File: config.mk
export PLATFORM = sky130hd
export DESIGN_NAME = flash_led_command_sequencer_top
export DESIGN_NICKNAME = d
export VERILOG_FILES = /design/src/design/flcs_pkg.sv /design/src/design/flash_led_command_sequencer_top.sv /design/src/design/flcs_front.sv /design/src/design/flcs_fifo.sv /design/src/design/flcs_back.sv
export SDC_FILE = /design/constraint.sdc
export NUM_CORES = 1
export LEC_CHECK = 0
export BUFFER_PORTS_ARGS = -buffer_cell sky130_fd_sc_hd__buf_4
export CAP_MARGIN = 0
export CORE_MARGIN = 5
export CORE_UTILIZATION = 47
export CTS_BUF_LIST = sky130_fd_sc_hd__clkbuf_8
export CTS_CLUSTER_SIZE = 25
export DETAILED_ROUTE_END_ITERATION = 8
export HOLD_SLACK_MARGIN = 0.12
export PLACE_DENSITY = 0.73
export SLEW_MARGIN = 20
export SYNTH_ARGS = -nofsm -noshare
export SYNTH_HDL_FRONTEND = slang
export SYNTH_HIERARCHICAL = 1
export SYNTH_SLANG_ARGS = --single-unit
File: constraint.sdc
create_clock -name clk_i -period 7.42 [get_ports clk_i]
set_clock_uncertainty 0.15 [all_clocks]
set_input_delay 1.855 -clock clk_i [delete_from_list [all_inputs] [get_ports clk_i]]
set_output_delay 1.855 -clock clk_i [all_outputs]
set_load 0.02 [all_outputs]
File: src/design/flcs_pkg.sv
// ----------------------------------------------------------------------------
// flcs_pkg
// Shared types and constants of the flash LED command sequencer: command
// kinds, chip register addresses, mode bits, run slot layout and the
// descriptor that travels from the front end to the access sequencer.
// ----------------------------------------------------------------------------
package flcs_pkg;

  typedef enum logic [1:0] {
    KindInit  = 2'd0,
    KindOff   = 2'd1,
    KindTorch = 2'd2,
    KindFlash = 2'd3
  } kind_e;

  // Configuration register indexes
  localparam logic [1:0] CfgFlashTimeout = 2'd0;
  localparam logic [1:0] CfgTxLimit      = 2'd1;
  localparam logic [1:0] CfgDroop        = 2'd2;

  // Chip register addresses
  localparam logic [4:0] AddrStat1 = 5'h02;
  localparam logic [4:0] AddrStat2 = 5'h03;
  localparam logic [4:0] AddrFl1   = 5'h04;
  localparam logic [4:0] AddrFl2   = 5'h05;
  localparam logic [4:0] AddrTo1   = 5'h06;
  localparam logic [4:0] AddrTo2   = 5'h07;
  localparam logic [4:0] AddrMode  = 5'h08;
  localparam logic [4:0] AddrTx1   = 5'h09;
  localparam logic [4:0] AddrTx2   = 5'h0A;
  localparam logic [4:0] AddrFramp = 5'h0B;
  localparam logic [4:0] AddrTramp = 5'h0C;
  localparam logic [4:0] AddrFtmr  = 5'h0D;
  localparam logic [4:0] AddrTtmr  = 5'h0E;
  localparam logic [4:0] AddrDroop = 5'h10;
  localparam logic [4:0] AddrDc1   = 5'h15;
  localparam logic [4:0] AddrDc2   = 5'h16;
  localparam logic [4:0] AddrIlim  = 5'h17;

  // Register bit fields and fixed bytes
  localparam logic [7:0] ModeTorchBits = 8'h38;
  localparam logic [7:0] ModeFlashBits = 8'h07;
  localparam logic [7:0] ModeStrobe    = 8'h02;
  localparam logic [7:0] ModeIdle      = 8'hC0;
  localparam logic [7:0] EnBit         = 8'h80;
  localparam logic [7:0] TxEnBits      = 8'hC0;
  localparam logic [7:0] Dc1Value      = 8'hC0;
  localparam logic [7:0] Dc2Value      = 8'h8C;
  localparam logic [7:0] IlimValue     = 8'h52;
  localparam logic [5:0] CodeTop       = 6'h3F;

  // Reciprocal constants: exact floors for any 11-bit request
  //   torch steps   = (ma * TorchRecip) >> RecipShift   (ma*1000/3910)
  //   flash steps   = (ma * FlashRecip) >> RecipShift   (ma*1000/15625)
  //   torch applied = (steps * TorchApplied) >> AppliedShift (steps*3.91)
  localparam int unsigned RecipShift   = 20;
  localparam int unsigned AppliedShift = 16;
  localparam logic [18:0] TorchRecip   = 19'd268179;
  localparam logic [16:0] FlashRecip   = 17'd67109;
  localparam logic [17:0] TorchApplied = 18'd256246;
  localparam logic [6:0]  FlashStepMul = 7'd125;   // 15.625 mA = 125/8
  localparam logic [10:0] TorchTopMa   = 11'd250;

  // Run slots: one bit of the enable mask per possible access
  localparam int unsigned NumSlots    = 17;
  localparam int unsigned SlotW       = 5;
  localparam int unsigned SlotStat2   = 0;
  localparam int unsigned SlotStat1   = 1;
  localparam int unsigned SlotModeRd  = 2;
  localparam int unsigned SlotModeClr = 3;
  localparam int unsigned SlotSetA    = 4;
  localparam int unsigned SlotSetB    = 5;
  localparam int unsigned SlotSetC    = 6;

  typedef struct packed {
    logic [6:0] flash_timeout_code;
    logic [5:0] tx_limit_code;
    logic [7:0] droop_setting;
  } cfg_t;

  typedef struct packed {
    kind_e               kind;
    logic [7:0]          mode;
    logic [10:0]         applied;
    logic [7:0]          val_a;   // TO1 byte (torch) or FL1 byte (flash)
    logic [7:0]          val_b;   // FL2 byte (flash)
    logic [NumSlots-1:0] mask;    // slots that this run emits
  } desc_t;

endpackage

File: src/design/flash_led_command_sequencer_top.sv
// ----------------------------------------------------------------------------
// flash_led_command_sequencer_top
// Turns LED flash driver commands into runs of chip register accesses.
//
//   channel  dir  handshake                payload
//   in       in   in_valid_i / in_stall_o  kind_i, req_ma_i, mode_now_i
//   out      out  out_valid_o/ out_stall_i access_write_o, reg_address_o,
//                                          reg_data_o, applied_ma_o, last_o
//   cfg      in   cfg_we_i                 cfg_index_i, cfg_wdata_i
//
// A command runs two front stages, then waits in a QueueDepth-entry queue.
// The sequencer emits one access per cycle while the output is not stalled,
// so a command of n accesses (4 to 17) gives n output beats; back-to-back
// commands flow without gaps. The first access passes stage A, stage B, the queue and the output register.
// Reset clears all valid state and loads the register defaults.
// A stall on the output fills the queue, then raises in_stall_o.
// ----------------------------------------------------------------------------
module flash_led_command_sequencer_top #(
  parameter int unsigned QueueDepth = 4
) (
  input  logic        clk_i,
  input  logic        rst_ni,
  input  logic        in_valid_i,
  output logic        in_stall_o,
  input  logic [1:0]  kind_i,
  input  logic [10:0] req_ma_i,
  input  logic [7:0]  mode_now_i,
  output logic        out_valid_o,
  input  logic        out_stall_i,
  output logic        access_write_o,
  output logic [4:0]  reg_address_o,
  output logic [7:0]  reg_data_o,
  output logic [10:0] applied_ma_o,
  output logic        last_o,
  input  logic        cfg_we_i,
  input  logic [1:0]  cfg_index_i,
  input  logic [7:0]  cfg_wdata_i
);
  import flcs_pkg::*;

  cfg_t  cfg_q;
  desc_t front_desc;
  desc_t head_desc;
  logic  push;
  logic  full;
  logic  pop;
  logic  empty;

  always_ff @(posedge clk_i or negedge rst_ni) begin
    if (!rst_ni) begin
      cfg_q.flash_timeout_code <= 7'd102;
      cfg_q.tx_limit_code      <= 6'd2;
      cfg_q.droop_setting      <= 8'd51;
    end else if (cfg_we_i) begin
      case (cfg_index_i)
        CfgFlashTimeout: cfg_q.flash_timeout_code <= cfg_wdata_i[6:0];
        CfgTxLimit:      cfg_q.tx_limit_code      <= cfg_wdata_i[5:0];
        CfgDroop:        cfg_q.droop_setting      <= cfg_wdata_i;
        default: ;
      endcase
    end
  end

  flcs_front u_front (
    .clk_i        (clk_i),
    .rst_ni       (rst_ni),
    .in_valid_i   (in_valid_i),
    .in_stall_o   (in_stall_o),
    .kind_i       (kind_i),
    .req_ma_i     (req_ma_i),
    .mode_now_i   (mode_now_i),
    .push_o       (push),
    .desc_o       (front_desc),
    .full_i       (full)
  );

  flcs_fifo #(
    .Depth (QueueDepth)
  ) u_fifo (
    .clk_i   (clk_i),
    .rst_ni  (rst_ni),
    .push_i  (push),
    .data_i  (front_desc),
    .full_o  (full),
    .pop_i   (pop),
    .empty_o (empty),
    .data_o  (head_desc)
  );

  flcs_back u_back (
    .clk_i          (clk_i),
    .rst_ni         (rst_ni),
    .head_valid_i   (!empty),
    .desc_i         (head_desc),
    .pop_o          (pop),
    .cfg_i          (cfg_q),
    .out_valid_o    (out_valid_o),
    .out_stall_i    (out_stall_i),
    .access_write_o (access_write_o),
    .reg_address_o  (reg_address_o),
    .reg_data_o     (reg_data_o),
    .applied_ma_o   (applied_ma_o),
    .last_o         (last_o)
  );

endmodule

File: src/design/flcs_front.sv
// ----------------------------------------------------------------------------
// flcs_front
// Command front end: two pipeline stages that turn a request current into
// step codes and the applied current, and build the run descriptor.
// ----------------------------------------------------------------------------
module flcs_front (
  input  logic             clk_i,
  input  logic             rst_ni,
  input  logic             in_valid_i,
  output logic             in_stall_o,
  input  logic [1:0]       kind_i,
  input  logic [10:0]      req_ma_i,
  input  logic [7:0]       mode_now_i,
  output logic             push_o,
  output flcs_pkg::desc_t  desc_o,
  input  logic             full_i
);
  import flcs_pkg::*;

  // Stage A: reciprocal products
  logic        a_v_q;
  kind_e       a_kind_q;
  logic [7:0]  a_mode_q;
  logic        a_ttop_q;
  logic [29:0] a_pt_q;
  logic [27:0] a_pf_q;

  // Stage B: step counts and torch applied product
  logic        b_v_q;
  kind_e       b_kind_q;
  logic [7:0]  b_mode_q;
  logic        b_ttop_q;
  logic [9:0]  b_q_q;
  logic [7:0]  b_n_q;
  logic [27:0] b_pa_q;

  logic        a_ready;
  logic        b_ready;
  logic [29:0] pt_d;
  logic [27:0] pf_d;
  logic [9:0]  q_d;
  logic [27:0] pa_d;

  logic        torch_low;
  logic [5:0]  torch_code;
  logic [7:0]  torch_byte;
  logic [6:0]  n1;
  logic [7:0]  n2;
  logic [13:0] fl_prod;

  function automatic logic [7:0] flash_byte(input logic [7:0] n);
    logic [5:0] code;
    code = (n >= 8'd64) ? CodeTop : 6'(n - 8'd1);
    return (n == 8'd0) ? 8'h00 : (EnBit | {2'b00, code});
  endfunction

  assign b_ready    = !b_v_q || !full_i;
  assign a_ready    = !a_v_q || b_ready;
  assign in_stall_o = !a_ready;
  assign push_o     = b_v_q && !full_i;

  assign pt_d = 30'(req_ma_i) * 30'(TorchRecip);
  assign pf_d = 28'(req_ma_i) * 28'(FlashRecip);
  assign q_d  = a_pt_q[29:20];
  assign pa_d = 28'(q_d) * 28'(TorchApplied);

  always_ff @(posedge clk_i or negedge rst_ni) begin
    if (!rst_ni) begin
      a_v_q <= 1'b0;
      b_v_q <= 1'b0;
    end else begin
      if (a_ready) begin
        a_v_q <= in_valid_i;
      end
      if (b_ready) begin
        b_v_q <= a_v_q;
      end
    end
  end

  always_ff @(posedge clk_i) begin
    if (in_valid_i && a_ready) begin
      a_kind_q <= kind_e'(kind_i);
      a_mode_q <= mode_now_i;
      a_ttop_q <= req_ma_i >= TorchTopMa;
      a_pt_q   <= pt_d;
      a_pf_q   <= pf_d;
    end
    if (a_v_q && b_ready) begin
      b_kind_q <= a_kind_q;
      b_mode_q <= a_mode_q;
      b_ttop_q <= a_ttop_q;
      b_q_q    <= q_d;
      b_n_q    <= a_pf_q[27:20];
      b_pa_q   <= pa_d;
    end
  end

  assign torch_low  = (b_q_q == 10'd0);
  assign torch_code = b_ttop_q ? CodeTop : 6'(b_q_q - 10'd1);
  assign torch_byte = EnBit | {1'b0, torch_code, 1'b0};
  // channel 1 takes half the steps rounded down, channel 2 the rest
  assign n1         = b_n_q[7:1];
  assign n2         = b_n_q - {1'b0, n1};
  assign fl_prod    = 14'(b_n_q) * 14'(FlashStepMul);

  always_comb begin
    desc_o         = '0;
    desc_o.kind    = b_kind_q;
    desc_o.mode    = b_mode_q;
    case (b_kind_q)
      KindInit: begin
        desc_o.mask = '1;
      end
      KindOff: begin
        desc_o.mask = {{(NumSlots-4){1'b0}}, 4'hF};
      end
      KindTorch: begin
        desc_o.applied             = b_pa_q[26:16];
        desc_o.val_a               = torch_low ? 8'h00 : torch_byte;
        desc_o.mask[SlotStat2]     = 1'b1;
        desc_o.mask[SlotStat1]     = 1'b1;
        desc_o.mask[SlotModeRd]    = 1'b1;
        desc_o.mask[SlotModeClr]   = torch_low || ((b_mode_q & ModeTorchBits) != 8'h00);
        desc_o.mask[SlotSetA]      = 1'b1;
        desc_o.mask[SlotSetB]      = !torch_low;
      end
      KindFlash: begin
        desc_o.applied             = fl_prod[13:3];
        desc_o.val_a               = flash_byte({1'b0, n1});
        desc_o.val_b               = flash_byte(n2);
        desc_o.mask[SlotStat2]     = 1'b1;
        desc_o.mask[SlotStat1]     = 1'b1;
        desc_o.mask[SlotModeRd]    = 1'b1;
        desc_o.mask[SlotModeClr]   = (b_mode_q & ModeFlashBits) != 8'h00;
        desc_o.mask[SlotSetA]      = 1'b1;
        desc_o.mask[SlotSetB]      = 1'b1;
        desc_o.mask[SlotSetC]      = n2 != 8'd0;
      end
      default: begin
        desc_o.mask = '1;
      end
    endcase
  end

endmodule

File: src/design/flcs_fifo.sv
// ----------------------------------------------------------------------------
// flcs_fifo
// Short descriptor queue between the front end and the access sequencer.
// ----------------------------------------------------------------------------
module flcs_fifo #(
  parameter int unsigned Depth = 4
) (
  input  logic            clk_i,
  input  logic            rst_ni,
  input  logic            push_i,
  input  flcs_pkg::desc_t data_i,
  output logic            full_o,
  input  logic            pop_i,
  output logic            empty_o,
  output flcs_pkg::desc_t data_o
);
  import flcs_pkg::*;

  localparam int unsigned PtrW = (Depth > 1) ? $clog2(Depth) : 1;
  localparam int unsigned CntW = $clog2(Depth + 1);

  desc_t           mem_q [Depth];
  logic [PtrW-1:0] wr_ptr_q;
  logic [PtrW-1:0] rd_ptr_q;
  logic [CntW-1:0] count_q;

  function automatic logic [PtrW-1:0] ptr_inc(input logic [PtrW-1:0] p);
    return (p == PtrW'(Depth - 1)) ? '0 : PtrW'(p + 1'b1);
  endfunction

  assign full_o  = (count_q == CntW'(Depth));
  assign empty_o = (count_q == '0);
  assign data_o  = mem_q[rd_ptr_q];

  always_ff @(posedge clk_i or negedge rst_ni) begin
    if (!rst_ni) begin
      wr_ptr_q <= '0;
      rd_ptr_q <= '0;
      count_q  <= '0;
    end else begin
      if (push_i) begin
        wr_ptr_q <= ptr_inc(wr_ptr_q);
      end
      if (pop_i) begin
        rd_ptr_q <= ptr_inc(rd_ptr_q);
      end
      if (push_i && !pop_i) begin
        count_q <= count_q + 1'b1;
      end else if (pop_i && !push_i) begin
        count_q <= count_q - 1'b1;
      end
    end
  end

  always_ff @(posedge clk_i) begin
    if (push_i) begin
      mem_q[wr_ptr_q] <= data_i;
    end
  end

  a_count_bound: assert property (@(posedge clk_i) disable iff (!rst_ni)
    count_q <= CntW'(Depth))
    else $error("queue count above depth");

  a_no_overflow: assert property (@(posedge clk_i) disable iff (!rst_ni)
    push_i |-> !full_o)
    else $error("push into full queue");

  a_no_underflow: assert property (@(posedge clk_i) disable iff (!rst_ni)
    pop_i |-> !empty_o)
    else $error("pop from empty queue");

endmodule

File: src/design/flcs_back.sv
// ----------------------------------------------------------------------------
// flcs_back
// Access sequencer: walks the enabled slots of the head descriptor and
// emits one register access per cycle into the output register while the output is not stalled.
// ----------------------------------------------------------------------------
module flcs_back (
  input  logic            clk_i,
  input  logic            rst_ni,
  input  logic            head_valid_i,
  input  flcs_pkg::desc_t desc_i,
  output logic            pop_o,
  input  flcs_pkg::cfg_t  cfg_i,
  output logic            out_valid_o,
  input  logic            out_stall_i,
  output logic            access_write_o,
  output logic [4:0]      reg_address_o,
  output logic [7:0]      reg_data_o,
  output logic [10:0]     applied_ma_o,
  output logic            last_o
);
  import flcs_pkg::*;

  logic [SlotW-1:0] slot_q;
  logic [SlotW-1:0] slot_nxt;
  logic             found;
  logic             adv;
  logic             load;

  logic             out_valid_q;
  logic             acc_write_q;
  logic [4:0]       acc_addr_q;
  logic [7:0]       acc_data_q;
  logic [10:0]      applied_q;
  logic             last_q;

  logic             acc_write;
  logic [4:0]       acc_addr;
  logic [7:0]       acc_data;
  logic [7:0]       mode_base;

  assign mode_base = desc_i.mode & ~(ModeTorchBits | ModeFlashBits);

  // Next enabled slot above the current one
  always_comb begin
    slot_nxt = slot_q;
    found    = 1'b0;
    for (int i = NumSlots - 1; i >= 0; i--) begin
      if ((SlotW'(i) > slot_q) && desc_i.mask[i]) begin
        slot_nxt = SlotW'(i);
        found    = 1'b1;
      end
    end
  end

  always_comb begin
    acc_write = 1'b1;
    acc_addr  = AddrMode;
    acc_data  = 8'h00;
    case (desc_i.kind)
      KindOff: begin
        case (slot_q)
          5'd0:    begin acc_addr = AddrMode; acc_data = ModeIdle; end
          5'd1:    acc_addr = AddrFl1;
          5'd2:    acc_addr = AddrFl2;
          default: acc_addr = AddrTo1;
        endcase
      end
      KindInit: begin
        case (slot_q)
          5'd0:    begin acc_write = 1'b0; acc_addr = AddrStat2; end
          5'd1:    begin acc_write = 1'b0; acc_addr = AddrStat1; end
          5'd2:    begin acc_addr = AddrMode; acc_data = ModeIdle; end
          5'd3:    acc_addr = AddrFl1;
          5'd4:    acc_addr = AddrTo1;
          5'd5:    acc_addr = AddrFl2;
          5'd6:    acc_addr = AddrTo2;
          5'd7:    acc_addr = AddrTx2;
          5'd8:    acc_addr = AddrFramp;
          5'd9:    acc_addr = AddrTramp;
          5'd10: begin
            acc_addr = AddrTx1;
            acc_data = TxEnBits | {2'b00, cfg_i.tx_limit_code};
          end
          5'd11: begin
            acc_addr = AddrFtmr;
            acc_data = EnBit | {1'b0, cfg_i.flash_timeout_code};
          end
          5'd12:   begin acc_addr = AddrTtmr; acc_data = EnBit; end
          5'd13:   begin acc_addr = AddrDroop; acc_data = cfg_i.droop_setting; end
          5'd14:   begin acc_addr = AddrDc1; acc_data = Dc1Value; end
          5'd15:   begin acc_addr = AddrDc2; acc_data = Dc2Value; end
          default: begin acc_addr = AddrIlim; acc_data = IlimValue; end
        endcase
      end
      default: begin
        // torch and flash share the status reads and the mode read-back
        case (slot_q)
          SlotW'(SlotStat2):  begin acc_write = 1'b0; acc_addr = AddrStat2; end
          SlotW'(SlotStat1):  begin acc_write = 1'b0; acc_addr = AddrStat1; end
          SlotW'(SlotModeRd): begin acc_write = 1'b0; acc_addr = AddrMode; end
          SlotW'(SlotModeClr): begin
            acc_addr = AddrMode;
            acc_data = (desc_i.kind == KindTorch) ? (desc_i.mode & ~ModeTorchBits)
                                                  : (desc_i.mode & ~ModeFlashBits);
          end
          SlotW'(SlotSetA): begin
            acc_addr = (desc_i.kind == KindTorch) ? AddrTo1 : AddrFl1;
            acc_data = desc_i.val_a;
          end
          SlotW'(SlotSetB): begin
            if (desc_i.kind == KindTorch) begin
              acc_addr = AddrMode;
              acc_data = mode_base | ModeTorchBits;
            end else begin
              acc_addr = AddrFl2;
              acc_data = desc_i.val_b;
            end
          end
          default: begin
            acc_addr = AddrMode;
            acc_data = mode_base | ModeStrobe;
          end
        endcase
      end
    endcase
  end

  assign adv   = !out_valid_q || !out_stall_i;
  assign load  = adv && head_valid_i;
  assign pop_o = load && !found;

  always_ff @(posedge clk_i or negedge rst_ni) begin
    if (!rst_ni) begin
      out_valid_q <= 1'b0;
      slot_q      <= '0;
    end else begin
      if (adv) begin
        out_valid_q <= head_valid_i;
      end
      if (load) begin
        slot_q <= found ? slot_nxt : '0;
      end
    end
  end

  always_ff @(posedge clk_i) begin
    if (load) begin
      acc_write_q <= acc_write;
      acc_addr_q  <= acc_addr;
      acc_data_q  <= acc_data;
      applied_q   <= desc_i.applied;
      last_q      <= !found;
    end
  end

  assign out_valid_o    = out_valid_q;
  assign access_write_o = acc_write_q;
  assign reg_address_o  = acc_addr_q;
  assign reg_data_o     = acc_data_q;
  assign applied_ma_o   = applied_q;
  assign last_o         = last_q;

  a_slot_enabled: assert property (@(posedge clk_i) disable iff (!rst_ni)
    head_valid_i |-> desc_i.mask[slot_q])
    else $error("sequencer sits on a disabled slot");

  a_slot_idle: assert property (@(posedge clk_i) disable iff (!rst_ni)
    !head_valid_i |-> (slot_q == '0))
    else $error("slot not rewound with empty queue");

  a_run_holds: assert property (@(posedge clk_i) disable iff (!rst_ni)
    (load && found) |=> (head_valid_i && (slot_q != '0)))
    else $error("run dropped before its last beat");

endmodule

**Yosys cells after proc, flatten, opt, wreduce, memory -nomap -nowiden**

Memory sizes are Yosys's and may differ from the RTL's.
Cells that the tools add are included.

- Register bits: 186
- Bits in writable memories: 216
- Output and inout bits: 28
- Logic and storage cells: 211
- Memories kept: 1

- Add/subtract/negate cells: 8
- Multiply operators: 4
- Order comparisons: 20
- Equality and inequality tests: 26
- Multiplexer cells: 67
- Reduce and logical (&&, ||, !) cells: 59

Memory list:

| memory | words | bits a word | rd ports | clocked after Yosys merged registers in | write ports | RTL line | source |
|---|---|---|---|---|---|---|---|
| u_fifo.mem_q | 4 | 54 | 1 | 0 | 1 | flcs_fifo.sv:22 | `desc_t mem_q [Depth];` |

Operators by type and width:

| kind | number |
|---|---|
| 2-to-1 mux 5 bit | 18 |
| one-hot mux 5 bit (16 select lines) | 1 |
| one-hot mux 8 bit (7 select lines) | 1 |
| 2-to-1 mux 8 bit | 6 |
| equality test 5 x 4 -> 1 bit (second input constant) | 8 |
| > comparator 4 x 5 -> 1 bit (first input constant) | 8 |
| one-hot mux 19 bit (2 select lines) | 1 |
| one-hot mux 8 bit (4 select lines) | 1 |
| multiplier 11 x 19 -> 30 bit (second input constant) | 1 |
| multiplier 11 x 17 -> 28 bit (second input constant) | 1 |
| multiplier 10 x 17 -> 26 bit (second input constant) | 1 |
| logical AND 1 bit | 24 |
| 2-to-1 mux 6 bit | 4 |
| one-hot mux 6 bit (4 select lines) | 1 |
| nonzero test 8 bit | 3 |
| 2-to-1 mux 1 bit | 21 |
| equality test 5 x 3 -> 1 bit (second input constant) | 4 |
| > comparator 3 x 5 -> 1 bit (first input constant) | 4 |
| one-hot mux 5 bit (4 select lines) | 1 |
| inequality test 18 bit (second input constant) | 1 |
| subtractor 6 x 1 -> 6 bit (second input constant) | 3 |
| one-hot mux 8 bit (2 select lines) | 1 |
| multiplier 8 x 7 -> 14 bit (second input constant) | 1 |
| equality test 2 bit (second input constant) | 6 |
| other kinds (34) | 63 |

**Depth between registers and ports, before layout**

- Depth in word-level cells: 24
- Depth in mapped cells: 20

**Modules after synthesis**

Netlist, hierarchy kept.

By module, submodules not included:

| module | instances | cells an instance | area each (µm²) | sequential area each (µm²) |
|---|---|---|---|---|
| flcs_front | 1 | 1,181 | 12,050.3 | 2,122.0 |
| flcs_fifo | 1 | 319 | 8,205.4 | 6,661.4 |
| flcs_back | 1 | 257 | 2,318.5 | 930.9 |
| flash_led_command_sequencer_top | 1 | 46 | 814.5 | 536.8 |

**Worst setup path after synthesis**

No wires, ideal clock.

- Path kind: input port to flip-flop
- Start: input req_ma_i[5]
- End: register u_front.a_pt_q[27] (data pin)
- Data arrival time: 5,940 ps
- Slack: 1,072 ps
- Cell stages on the path: 18
- Buffers on the path: 0
- Path through: fa_1 > ha_1 > inv_1 > fa_1 > inv_1 > fa_1 > inv_1 > fa_1 > inv_1 > ha_1 > a21oi_1 > o21ai_0 > a21oi_1 > a21oi_1 > a311oi_1 > o21ai_1 > and2_1 > xnor2_1

- Longest elaborated chain between the ends: 1

RTL lines:

| item | RTL line | source |
|---|---|---|
| start, declared | flash_led_command_sequencer_top.sv:26 | `input logic [10:0] req_ma_i,` |
| multiplier 11 x 19 -> 30 bit | flcs_front.sv:62 | `assign pt_d = 30'(req_ma_i) * 30'(TorchRecip);` |
| named net u_front.pt_d[27] | flcs_front.sv:39 | `logic [29:0] pt_d;` |
| end signal, assigned | flcs_front.sv:86 | `a_pt_q <= pt_d;` |
| end, declared | flcs_front.sv:25 | `logic [29:0] a_pt_q;` |

The timed path passes the listed nets, and every way through them passes these cells.
A chain may end at the register's enable or synchronous reset.

**Worst setup path in the final report**

Ends and elaborated chain as after synthesis.

==> impl_metrics.xml <==
<?xml version="1.0" encoding="UTF-8"?>
<metrics>
  <group name="min_path">
    <metric name="worst_hold_path_type" unit="">flip-flop to flip-flop</metric>
    <metric name="min_from" unit="">u_front/a_ttop_q</metric>
    <metric name="sink_of_the_worst_hold_path" unit="">u_front/b_ttop_q</metric>
    <metric name="hold_path_depth" unit="">0</metric>
  </group>
  <group name="floorplan">
    <metric name="rows" unit="">81</metric>
    <metric name="die_width" unit="µm">232</metric>
    <metric name="fp.coreArea" unit="µm²">49000</metric>
    <metric name="num_io_pins" unit="">64</metric>
    <metric name="die-height" unit="µm">232</metric>
    <metric name="start_util" unit="">0.475</metric>
    <metric name="design.die.area" unit="µm²">54000</metric>
  </group>
  <group name="clocking">
    <metric name="clock_tree_buffer_depth" unit="">3</metric>
    <metric name="clock_insertion_delay_worst_skew" unit="ns">0.60</metric>
    <metric name="clock_root_buffer" unit="">clkbuf_8</metric>
    <metric name="clk_pin_slew_worst_paths" unit="ns">0.07</metric>
    <metric name="h-tree-depth" unit="">2</metric>
    <metric name="numCtsBuffers" unit="">53</metric>
    <metric name="cts_resized" unit="">0</metric>
    <metric name="clock_sink_count" unit="">343</metric>
    <metric name="post_cts_hold_fix_bufs" unit="">0</metric>
    <metric name="tritoncts" unit="">done</metric>
    <metric name="post-cts-setup-buffer-count" unit="">0</metric>
  </group>
  <group name="placed_design">
    <metric name="globalplace.congestion" unit="">0.894</metric>
    <metric name="port_buffers" unit="">63</metric>
    <metric name="placed_cells_incl_taps" unit="">2489</metric>
    <metric name="place_hpwl" unit="µm">36500</metric>
  </group>
  <group name="critical_path">
    <metric name="destination_of_the_worst_register_to_register_timing_path" unit="">u_front/b_pa_q[23]</metric>
    <metric name="setup.worst_path.start_class" unit="">input pin</metric>
    <metric name="timing.critical_path.required" unit="ns">7.62</metric>
    <metric name="reg2regPathDepth" unit="">16</metric>
    <metric name="crit_slowest_cell" unit="">fa_1</metric>
    <metric name="timing.critical_path.slowest_cell_delay" unit="ns">0.53</metric>
    <metric name="worstSetupPathType" unit="">input pin to flip-flop</metric>
    <metric name="timing.rr.start" unit="">u_front/a_pt_q[27]</metric>
    <metric name="cp_max_fo" unit="">12</metric>
    <metric name="cp.buffers_inverters" unit="">6</metric>
    <metric name="crit_arrival" unit="ns">6.42</metric>
    <metric name="cpLargestDelayFamily" unit="">adder cells</metric>
    <metric name="timing.reg2reg.setup_slack" unit="ns">1.61</metric>
    <metric name="worstSetupEndpointType" unit="">flip-flop</metric>
    <metric name="critical_path.cell_chain" unit="">buf_4 -&gt; fa_1 -&gt; ha_1 -&gt; inv_1 -&gt; fa_1 -&gt; inv_1 -&gt; fa_1 -&gt; inv_1 -&gt; fa_1 -&gt; inv_1 -&gt; ha_1 -&gt; a21oi_1 -&gt; o21ai_0 -&gt; a21oi_1 -&gt; a21oi_1 -&gt; a311oi_1 -&gt; buf_4 -&gt; o21ai_1 -&gt; and2_1 -&gt; xnor2_1</metric>
  </group>
  <group name="logic_synthesis">
    <metric name="postSynthAreaPerCell" unit="µm²">12.9</metric>
    <metric name="synthesis.instances" unit="">1797</metric>
    <metric name="yosys_warnings" unit="">6</metric>
    <metric name="syn_area" unit="µm²">23200</metric>
  </group>
  <group name="timing">
    <metric name="number_of_max_slew_violations_in_the_final_report" unit="">0</metric>
    <metric name="slew-limit-headroom" unit="">0.334</metric>
    <metric name="post-route-period-util" unit="">0.838</metric>
    <metric name="totalNegativeSetupSlack" unit="ns">0</metric>
    <metric name="rsz0062_at_grt" unit="">false</metric>
    <metric name="clock.fmax" unit="MHz">161</metric>
    <metric name="report.final.setup_viol" unit="">0</metric>
    <metric name="final_hold_slack" unit="ns">0.260</metric>
    <metric name="report.final.hold_viol_count" unit="">0</metric>
    <metric name="final.min_clock_period" unit="ns">6.22</metric>
    <metric name="worst-slew-pin-transition" unit="ns">0.999</metric>
  </group>
  <group name="route">
    <metric name="via_per_inst" unit="">5.34</metric>
    <metric name="detailedRoute.firstPassIterationCount" unit="">5</metric>
    <metric name="drt-wirelength-per-cell" unit="µm">18.8</metric>
    <metric name="drt-total-wl" unit="µm">48500</metric>
    <metric name="detailedRoute.firstIterationViolations" unit="">913</metric>
    <metric name="drc" unit="">0</metric>
    <metric name="antenna_violating_nets_post_route" unit="">0</metric>
    <metric name="vias" unit="">13800</metric>
  </group>
  <group name="global_route">
    <metric name="maximum_number_of_pins_on_one_net_before_global_route_repair" unit="">54</metric>
    <metric name="antenna_found_initial" unit="">1</metric>
    <metric name="first_global_vias" unit="">15019</metric>
    <metric name="grt_pass1_wl" unit="µm">79500</metric>
    <metric name="globalRouteOverflowTotal" unit="">0</metric>
    <metric name="grt_use_total" unit="">0.185</metric>
  </group>
  <group name="cells_and_area">
    <metric name="synthToLayoutAreaGrowth" unit="%">9.00</metric>
    <metric name="layout_common_cells" unit="">330 x inv_1, 307 x edfxtp_1, 287 x ha_1, 144 x fa_1, 73 x nand2_1</metric>
    <metric name="mostFrequentLayoutCell" unit="">inv_1</metric>
    <metric name="fin_cells" unit="">2584</metric>
    <metric name="finish.net_count" unit="">2348</metric>
    <metric name="final_layout_size_suffix_gt1_frac" unit="">0.134</metric>
  </group>
  <group name="status">
    <metric name="run_status" unit="">finished, final reports clean</metric>
  </group>
  <group name="run">
    <metric name="maxCapViolations" unit="">0</metric>
  </group>
</metrics>
==> through the flow <==
step	setup WS, ns	utilization	area, µm²
6_report	1.20	0.517	25300
5_1_grt	0.990	0.517	25300
4_1_cts	1.24	0.517	25300
3_5_place_dp	0.565	0.497	24300
3_3_place_gp	0.624	0.497	24300
2_1_floorplan	1.07	-	23200
==> worst reg2reg max path, delay by kind of cell, from the launching register on <==
family | cells | cell delay [ns]
fa+ha+maj | 6 | 3.15
compound gates | 6 | 1.24
flops | 1 | 0.57
xor+xnor | 1 | 0.15
simple gates | 1 | 0.13
buf+inv | 2 | 0.12
==> final cells by class <==
class	count	area (µm²)
clock inverter	39	228
sequential	343	10100
multi-input combinational	1104	11700
antenna	1	2.50
fill	4126	23600
clock buffer	55	757
inverter	307	1150
tap	664	831
timing repair buffer	71	533
==> how the worst max path moves through the flow <==
| stage | start | to | slack [ns] | cells past startpoint |
|---|---|---|---|---|
| finish | req_ma_i[5] | u_front/a_pt_q[27] | 1.20 | 20 |
| global route | req_ma_i[5] | u_front/a_pt_q[27] | 0.99 | 20 |
| CTS | req_ma_i[5] | u_front/a_pt_q[27] | 1.24 | 20 |
| detailed placement | req_ma_i[5] | u_front/a_pt_q[27] | 0.56 | 20 |
| global placement | req_ma_i[5] | u_front/a_pt_q[27] | 0.62 | 20 |
| floorplan | req_ma_i[5] | u_front/a_pt_q[27] | 1.07 | 18 |
==> registers in the layout, summed over array words and instances, names as in the netlist, 3 cells and up <==
name,count
u_back/slot_q,5
u_front/a_pf_q,8
u_front/b_n_q,8
cfg_q,21
u_back/reg_data_o,8
u_fifo/mem_q,212
u_back/reg_address_o,5
u_back/applied_ma_o,11
u_front/a_mode_q,8
u_fifo/count_q,3
u_front/a_pt_q,10
u_front/b_mode_q,8
u_front/b_q_q,10
u_front/b_pa_q,11
==> metal layers <==
metal  up-vias  track usage  part of all wire  wire length (µm)
met5         -            0                 0                 0
met4         0       0.0613             0.032              1540
met3       103       0.0269             0.049              2370
met2       347        0.321              0.49             24000
met1      6802        0.240              0.43             20600
li1       6548            -                 -                 -
Power is left out: the tool's default activity adds up to more than one toggle a clock period on the data nets, which glitch-free logic cannot reach.
